**src/rtl/uwsp_pkg.sv**
```systemverilog
`default_nettype none

package uwsp_pkg;

    localparam int NODE_W     = 6;
    localparam int NODE_SLOTS = 2 ** NODE_W;
    localparam int LEN_W      = NODE_W + 1;

    // request op codes
    localparam logic [1:0] OP_ADD   = 2'd0;
    localparam logic [1:0] OP_QUERY = 2'd1;
    localparam logic [1:0] OP_CLEAR = 2'd2;

    typedef struct packed {
        logic [1:0]        op;
        logic [NODE_W-1:0] node_a;
        logic [NODE_W-1:0] node_b;
    } req_t;

    typedef struct packed {
        logic              found;
        logic [NODE_W-1:0] path_node;
        logic [NODE_W-1:0] hop_index;
        logic              last;
        logic              edges_dropped;
    } rsp_t;

    typedef struct packed {
        logic accept;
        logic q_init;
        logic deq_rd;
        logic deq_load;
        logic scan_step;
        logic walk_init;
        logic walk_rd;
        logic walk_step;
        logic emit_init;
        logic emit_rd;
        logic emit_load;
        logic nf_load;
    } cmd_t;

    typedef struct packed {
        logic       req_valid;
        logic [1:0] req_op;
        logic       query_ok;
        logic       fifo_empty;
        logic       scan_done;
        logic       end_visited;
        logic       walk_done;
        logic       emit_last;
        logic       out_free;
    } status_t;

endpackage

`default_nettype wire

```
**src/rtl/uwsp_ctrl.sv**
```systemverilog
`default_nettype none

module uwsp_ctrl (
    input  wire logic              clk,
    input  wire logic              rst_n,
    input  wire uwsp_pkg::status_t status,
    output uwsp_pkg::cmd_t         cmd,
    output logic                   busy
);

    import uwsp_pkg::*;

    localparam logic [3:0] S_IDLE    = 4'd0;
    localparam logic [3:0] S_DEQ     = 4'd1;
    localparam logic [3:0] S_DEQW    = 4'd2;
    localparam logic [3:0] S_SCAN    = 4'd3;
    localparam logic [3:0] S_CHK     = 4'd4;
    localparam logic [3:0] S_WALK    = 4'd5;
    localparam logic [3:0] S_WALKW   = 4'd6;
    localparam logic [3:0] S_EMIT_RD = 4'd7;
    localparam logic [3:0] S_EMIT_WR = 4'd8;
    localparam logic [3:0] S_NF      = 4'd9;

    logic [3:0] state_reg;
    logic [3:0] state_next;

    always_comb
    begin
        state_next = state_reg;
        cmd        = '0;
        unique case (state_reg)
            S_IDLE:
            begin
                if (status.req_valid)
                begin
                    cmd.accept = 1'b1;
                    if (status.req_op == OP_QUERY)
                    begin
                        if (status.query_ok)
                        begin
                            cmd.q_init = 1'b1;
                            state_next = S_DEQ;
                        end
                        else
                        begin
                            state_next = S_NF;
                        end
                    end
                end
            end
            S_DEQ:
            begin
                if (status.fifo_empty)
                begin
                    state_next = S_CHK;
                end
                else
                begin
                    cmd.deq_rd = 1'b1;
                    state_next = S_DEQW;
                end
            end
            S_DEQW:
            begin
                cmd.deq_load = 1'b1;
                state_next   = S_SCAN;
            end
            S_SCAN:
            begin
                cmd.scan_step = 1'b1;
                if (status.scan_done)
                begin
                    state_next = S_DEQ;
                end
            end
            S_CHK:
            begin
                if (status.end_visited)
                begin
                    cmd.walk_init = 1'b1;
                    state_next    = S_WALK;
                end
                else
                begin
                    state_next = S_NF;
                end
            end
            S_WALK:
            begin
                if (status.walk_done)
                begin
                    cmd.emit_init = 1'b1;
                    state_next    = S_EMIT_RD;
                end
                else
                begin
                    cmd.walk_rd = 1'b1;
                    state_next  = S_WALKW;
                end
            end
            S_WALKW:
            begin
                cmd.walk_step = 1'b1;
                state_next    = S_WALK;
            end
            S_EMIT_RD:
            begin
                cmd.emit_rd = 1'b1;
                state_next  = S_EMIT_WR;
            end
            S_EMIT_WR:
            begin
                if (status.out_free)
                begin
                    cmd.emit_load = 1'b1;
                    state_next    = status.emit_last ? S_IDLE : S_EMIT_RD;
                end
            end
            S_NF:
            begin
                if (status.out_free)
                begin
                    cmd.nf_load = 1'b1;
                    state_next  = S_IDLE;
                end
            end
            default:
            begin
                state_next = S_IDLE;
            end
        endcase
    end

    always_ff @(posedge clk or negedge rst_n)
    begin
        if (!rst_n)
        begin
            state_reg <= S_IDLE;
        end
        else
        begin
            state_reg <= state_next;
        end
    end

    assign busy = (state_reg != S_IDLE);

endmodule

`default_nettype wire

```
**config.mk**
```make
export PLATFORM = sky130hd
export DESIGN_NAME = uwsp_ctrl
export DESIGN_NICKNAME = d
export VERILOG_FILES = /design/src/rtl/uwsp_pkg.sv /design/src/rtl/uwsp_ctrl.sv
export SDC_FILE = /design/constraint.sdc
export NUM_CORES = 1
export LEC_CHECK = 0
export BUFFER_PORTS_ARGS = -buffer_cell sky130_fd_sc_hd__buf_2
export CAP_MARGIN = 20
export CORE_AREA = 3 3 40 42
export DETAILED_ROUTE_END_ITERATION = 7
export DIE_AREA = 0 0 43 45
export HOLD_SLACK_MARGIN = 0.06
export PLACE_DENSITY_LB_ADDON = 0.05
export SLEW_MARGIN = 20
export SYNTH_ARGS = -nofsm -noshare
export SYNTH_HDL_FRONTEND = slang
export SYNTH_SLANG_ARGS = --single-unit
```
**constraint.sdc**
```tcl
create_clock -name clk -period 2.6 [get_ports clk]
set_input_delay 0.26 -clock clk [delete_from_list [all_inputs] [get_ports clk]]
set_output_delay 0.26 -clock clk [all_outputs]
set_load 0.01 [all_outputs]
```
# --- Word level (Yosys, flattened, before mapping) ---
# Index checks and enable logic that the tools add are counted.
op_classes:
  n_eq_ne: 15
  n_reduce_logical: 3
  muxes: 30
ops:
  columns: ["op", "n"]
  rows:
  - ["one-hot mux 4 bit (10 select lines)", 1]
  - ["2-to-1 mux 4 bit", 7]
  - ["2-to-1 mux 1 bit", 18]
  - ["equality test 4 x 3 -> 1 bit (second input constant)", 4]
  - ["inequality test 2 bit (second input constant)", 5]
  - ["equality test 4 x 2 -> 1 bit (second input constant)", 2]
  - ["equality test 4 bit (second input constant)", 2]
  - ["2-to-1 mux 3 bit", 2]
  - ["AND reduction 5 bit", 1]
  - ["equality test 4 x 1 -> 1 bit (second input constant)", 1]
  - ["logical NOT 4 bit", 1]
  - ["2-to-1 mux 2 bit", 2]
  - ["nonzero test 4 bit", 1]
  - ["equality test 2 x 1 -> 1 bit (second input constant)", 1]
word_totals:
  word_cells: 49
  in_bits: 12
  ff_bits: 4

# --- Depth between registers and ports, before layout ---
depth:
  ltp_word: 4
  depth_mapped: 5

# --- Least setup slack after synthesis ---
# Ideal clock, no wire load.
synth_timing:
  kind: "register to register"
  start: "register state_reg[1]"
  end: "register state_reg[0]"
  arrival_ps: 1360
  setup_ps: 125
  path_slack_ps: 1115
  path_stages_with_launch: 5
  cell_sequence: "dfrtp_1 -> nor4_4 -> inv_2 -> o22a_1 -> mux2_4"
synth_between:
  elab_chain_len: 3
  elab_cells_between_ends: 17
  classes_between: "eq/ne: 14; mux: 1; reduce/logical: 2"
synth_rtl:
  columns: ["element", "line", "text"]
  rows:
  - ["from (decl)", "uwsp_ctrl.sv:24", "logic [3:0] state_reg;"]
  - ["from (signal assigned)", "uwsp_ctrl.sv:142", "state_reg <= state_next;"]
  - ["equality test 4 x 2 -> 1 bit (tied with other cells)", "uwsp_ctrl.sv:31", "unique case (state_reg)"]
  - ["inequality test 2 bit (no line)", null, null]
  - ["AND reduction 5 bit (no line)", null, null]
# Parallel ways exist; a longest one is shown, timed or not.
# A chain may end at the register's enable or synchronous reset.

==> load_flow_metrics.sql <==
INSERT INTO impl_metrics (metric_group, metric, value, unit) VALUES
('status', 'outcome', 'completed', ''),
('die', 'placement_rows', '13', ''),
('yosys', 'synth.top_cell.area_share', '22.3', '%'),
('drt', 'drt-initial-drc-count', '11', ''),
('final_layout', 'nets', '96', ''),
('critical_path', 'cp_slowest_cell', 'sky130_fd_sc_hd__dfrtp_1', ''),
('critical_path', 'reg2regPathDepth', '4', ''),
('place', 'place.port_buffers', '24', ''),
('cts', 'hold_buffers', '1', ''),
('grt', 'first_global_vias', '468', ''),
('place', 'placed_cell_area', '568', 'um2'),
('final_layout', 'largest_register_ff_count', '4', ''),
('pwr', 'pwr_density_cell', '967', 'mW/mm2'),
('yosys', 'postSynthCellCount', '58', ''),
('pwr', 'swShare', '47.4', '%'),
('timing', 'hold-worst-slack', '0.352', 'ns'),
('cts', 'cts_resized', '0', ''),
('timing', 'timing.final.crit_share', '68.7', '%'),
('min_path', 'min_path_cells', '3', ''),
('die', 'initial_core_utilization', '35.0', '%'),
('timing', 'timing_hold_violations_final', '0', ''),
('cts', 'sinks_on_clock_net', '4', ''),
('die', 'fp.coreArea', '0.00128', 'mm2'),
('drt', 'detail_route.wirelength', '1250', 'um'),
('yosys', 'ys_seq_elements', '4', ''),
('critical_path', 'critical_path_peak_fanout', '15', ''),
('critical_path', 'critPathTopFamily', 'flip-flops', ''),
('timing', 'drv_slew', '0', ''),
('grt', 'maximum_number_of_pins_on_one_net_before_global_route_repair', '16', ''),
('timing', 'finalSetupViolations', '0', ''),
('critical_path', 'worstPathRequired', '2.34', 'ns'),
('yosys', 'count_of_different_cell_masters_after_synthesis', '30', ''),
('cts', 'cts.clk_slew.worst_paths', '0.04', 'ns'),
('pwr', 'ir_drop', '0.487', 'mV'),
('timing', 'achievable_frequency', '0.560', 'GHz'),
('timing', 'rsz_0062_raised_after_global_routing', 'no', ''),
('grt', 'grt_usage', '13.6', '%'),
('yosys', 'synthTopCellsByArea', 'sky130_fd_sc_hd__dfrtp_1 22%, sky130_fd_sc_hd__nor3_1 6.7%, sky130_fd_sc_hd__nor2_1 5.8%, sky130_fd_sc_hd__nor4_4 4.7%, sky130_fd_sc_hd__a32o_1 4.5%', ''),
('timing', 'final.setup.tns', '0', 'ns'),
('grt', 'grt_pass1_wl', '2010', 'um'),
('cts', 'htree_num_levels', '1', ''),
('grt', 'number_of_antenna_violations_at_the_first_check_in_global_routing', '0', ''),
('yosys', 'synth_area_per_cell', '7.74', 'um2'),
('critical_path', 'cp-start-kind', 'flop', ''),
('cts', 'cts_root_buf', 'sky130_fd_sc_hd__clkbuf_4', ''),
('final_layout', 'design_area', '601', 'um2'),
('place', 'placedCellCount', '93', ''),
('final_layout', 'stdcell_count', '97', ''),
('drt', 'vias_per_cell', '5.25', ''),
('drt', 'drt_pass1_iterations', '4', ''),
('yosys', 'postSynth.topFlopCell', 'sky130_fd_sc_hd__dfrtp_1', ''),
('die', 'boundaryPins', '25', ''),
('yosys', 'post-synth-top-area-cell', 'sky130_fd_sc_hd__dfrtp_1', ''),
('cts', 'cts_setup_buffers', '0', ''),
('pwr', 'share_seq_of_total_power', '31.4', '%'),
('place', 'pre_cts_ws', '0.911', 'ns'),
('grt', 'global_route.overflow_total', '0', ''),
('yosys', 'synthesis.area', '449', 'um2'),
('final_layout', 'signed_area_change_from_the_synthesized_netlist_to_the_final_layout', '33.7', '%'),
('cts', 'cts_tree', 'built', ''),
('cts', 'cts_inserted_buffers', '3', ''),
('yosys', 'synth-edff-count', '0', ''),
('critical_path', 'crit_path_cell_trace', 'nand2b_1 > nor4_1 > buf_2', ''),
('timing', 'timing.max_slew.rel_slack', '64.4', '%'),
('yosys', 'synth_fp_nets', '70', ''),
('final_layout', 'post-route-util', '46.7', '%'),
('critical_path', 'worst-r2r-setup-slack', '0.90', 'ns'),
('pwr', 'clkPwrFrac', '13.4', '%'),
('timing', 'final_worst_clock_skew', '0.00524', 'ns'),
('pwr', 'combinational_share_of_power', '55.2', '%'),
('place', 'finalWeightedCongestion', '0.762', '');
## layout by cell type, fill, tap and decap left out, types with 2 or more instances in the layout
cell,count
sky130_fd_sc_hd__nor2_1,7
sky130_fd_sc_hd__buf_2,24
sky130_fd_sc_hd__inv_1,4
sky130_fd_sc_hd__a21oi_1,2
sky130_fd_sc_hd__nor3_1,6
sky130_fd_sc_hd__clkbuf_4,3
sky130_fd_sc_hd__nand2_1,2
sky130_fd_sc_hd__and3_1,3
sky130_fd_sc_hd__dfrtp_1,4
sky130_fd_sc_hd__o22ai_1,2
sky130_fd_sc_hd__nand2b_1,3
sky130_fd_sc_hd__a32o_1,2
## worst paths after layout
path                                     startpoint                  endpoint
setup / recovery           state_reg[0]$_DFFE_PN0P_                    cmd[9]
setup reg to reg           state_reg[1]$_DFFE_PN0P_  state_reg[0]$_DFFE_PN0P_
max in group asynchronous                     rst_n  state_reg[3]$_DFFE_PN0P_
hold reg to reg            state_reg[3]$_DFFE_PN0P_  state_reg[3]$_DFFE_PN0P_
min in group asynchronous                     rst_n  state_reg[1]$_DFFE_PN0P_
hold / removal                            status[4]  state_reg[1]$_DFFE_PN0P_
## power groups by stage
stage	logic [mW]	registers [mW]	clock network, mW
3_3_place_gp	0.323	0.181	0
5_1_grt	0.352	0.192	0.0879
4_1_cts	0.324	0.182	0.0816
3_5_place_dp	0.322	0.182	0
6_report	0.321	0.182	0.0778
2_1_floorplan	0.298	0.120	0
## worst reg2reg max path: stages, from the launching register on
cell and delay, ns:
sky130_fd_sc_hd__dfrtp_1 0.55, sky130_fd_sc_hd__nor4_4 0.41, sky130_fd_sc_hd__inv_2 0.06, sky130_fd_sc_hd__o22a_1 0.26
sky130_fd_sc_hd__mux2_4 0.30
## synth_stat cells (2+ instances only)
cell,instances
sky130_fd_sc_hd__a32o_1,2
sky130_fd_sc_hd__a21oi_1,2
sky130_fd_sc_hd__inv_1,4
sky130_fd_sc_hd__nand2_1,2
sky130_fd_sc_hd__dfrtp_1,4
sky130_fd_sc_hd__nor2_1,7
sky130_fd_sc_hd__and3_1,3
sky130_fd_sc_hd__nor3_1,6
sky130_fd_sc_hd__o22ai_1,2
sky130_fd_sc_hd__buf_2,4
sky130_fd_sc_hd__nand2b_1,3
## routing by layer
layer  vias to the layer above  wire [um]  global-route usage (%)
li1                        266          -                       -
met1                       229        599                    19.2
met2                        14        561                    20.4
met3                         0         92                    5.18
met4                         0          0                    1.81
met5                         -          0                       0
## cells by family (layout without fill, tap and decap cells)
family | Yosys count | in the layout | share of synthesized area (%)
compound gates | 14 | 14 | 24.0
buf+inv | 9 | 33 | 8.63
flops | 4 | 4 | 22.3
mux | 2 | 2 | 5.57
simple gates | 29 | 29 | 39.6
## final cells by class
cell class,instances,area (um2),share of cell area [%]
multi-input cells,45,310,51.7
repair buffers,25,130,21.7
flip-flops and latches,4,100,16.7
clock buffers,3,22.5,3.75
inverters,5,18.8,3.13
well taps,15,18.8,3.13
Power figures use the tool's default switching activity.
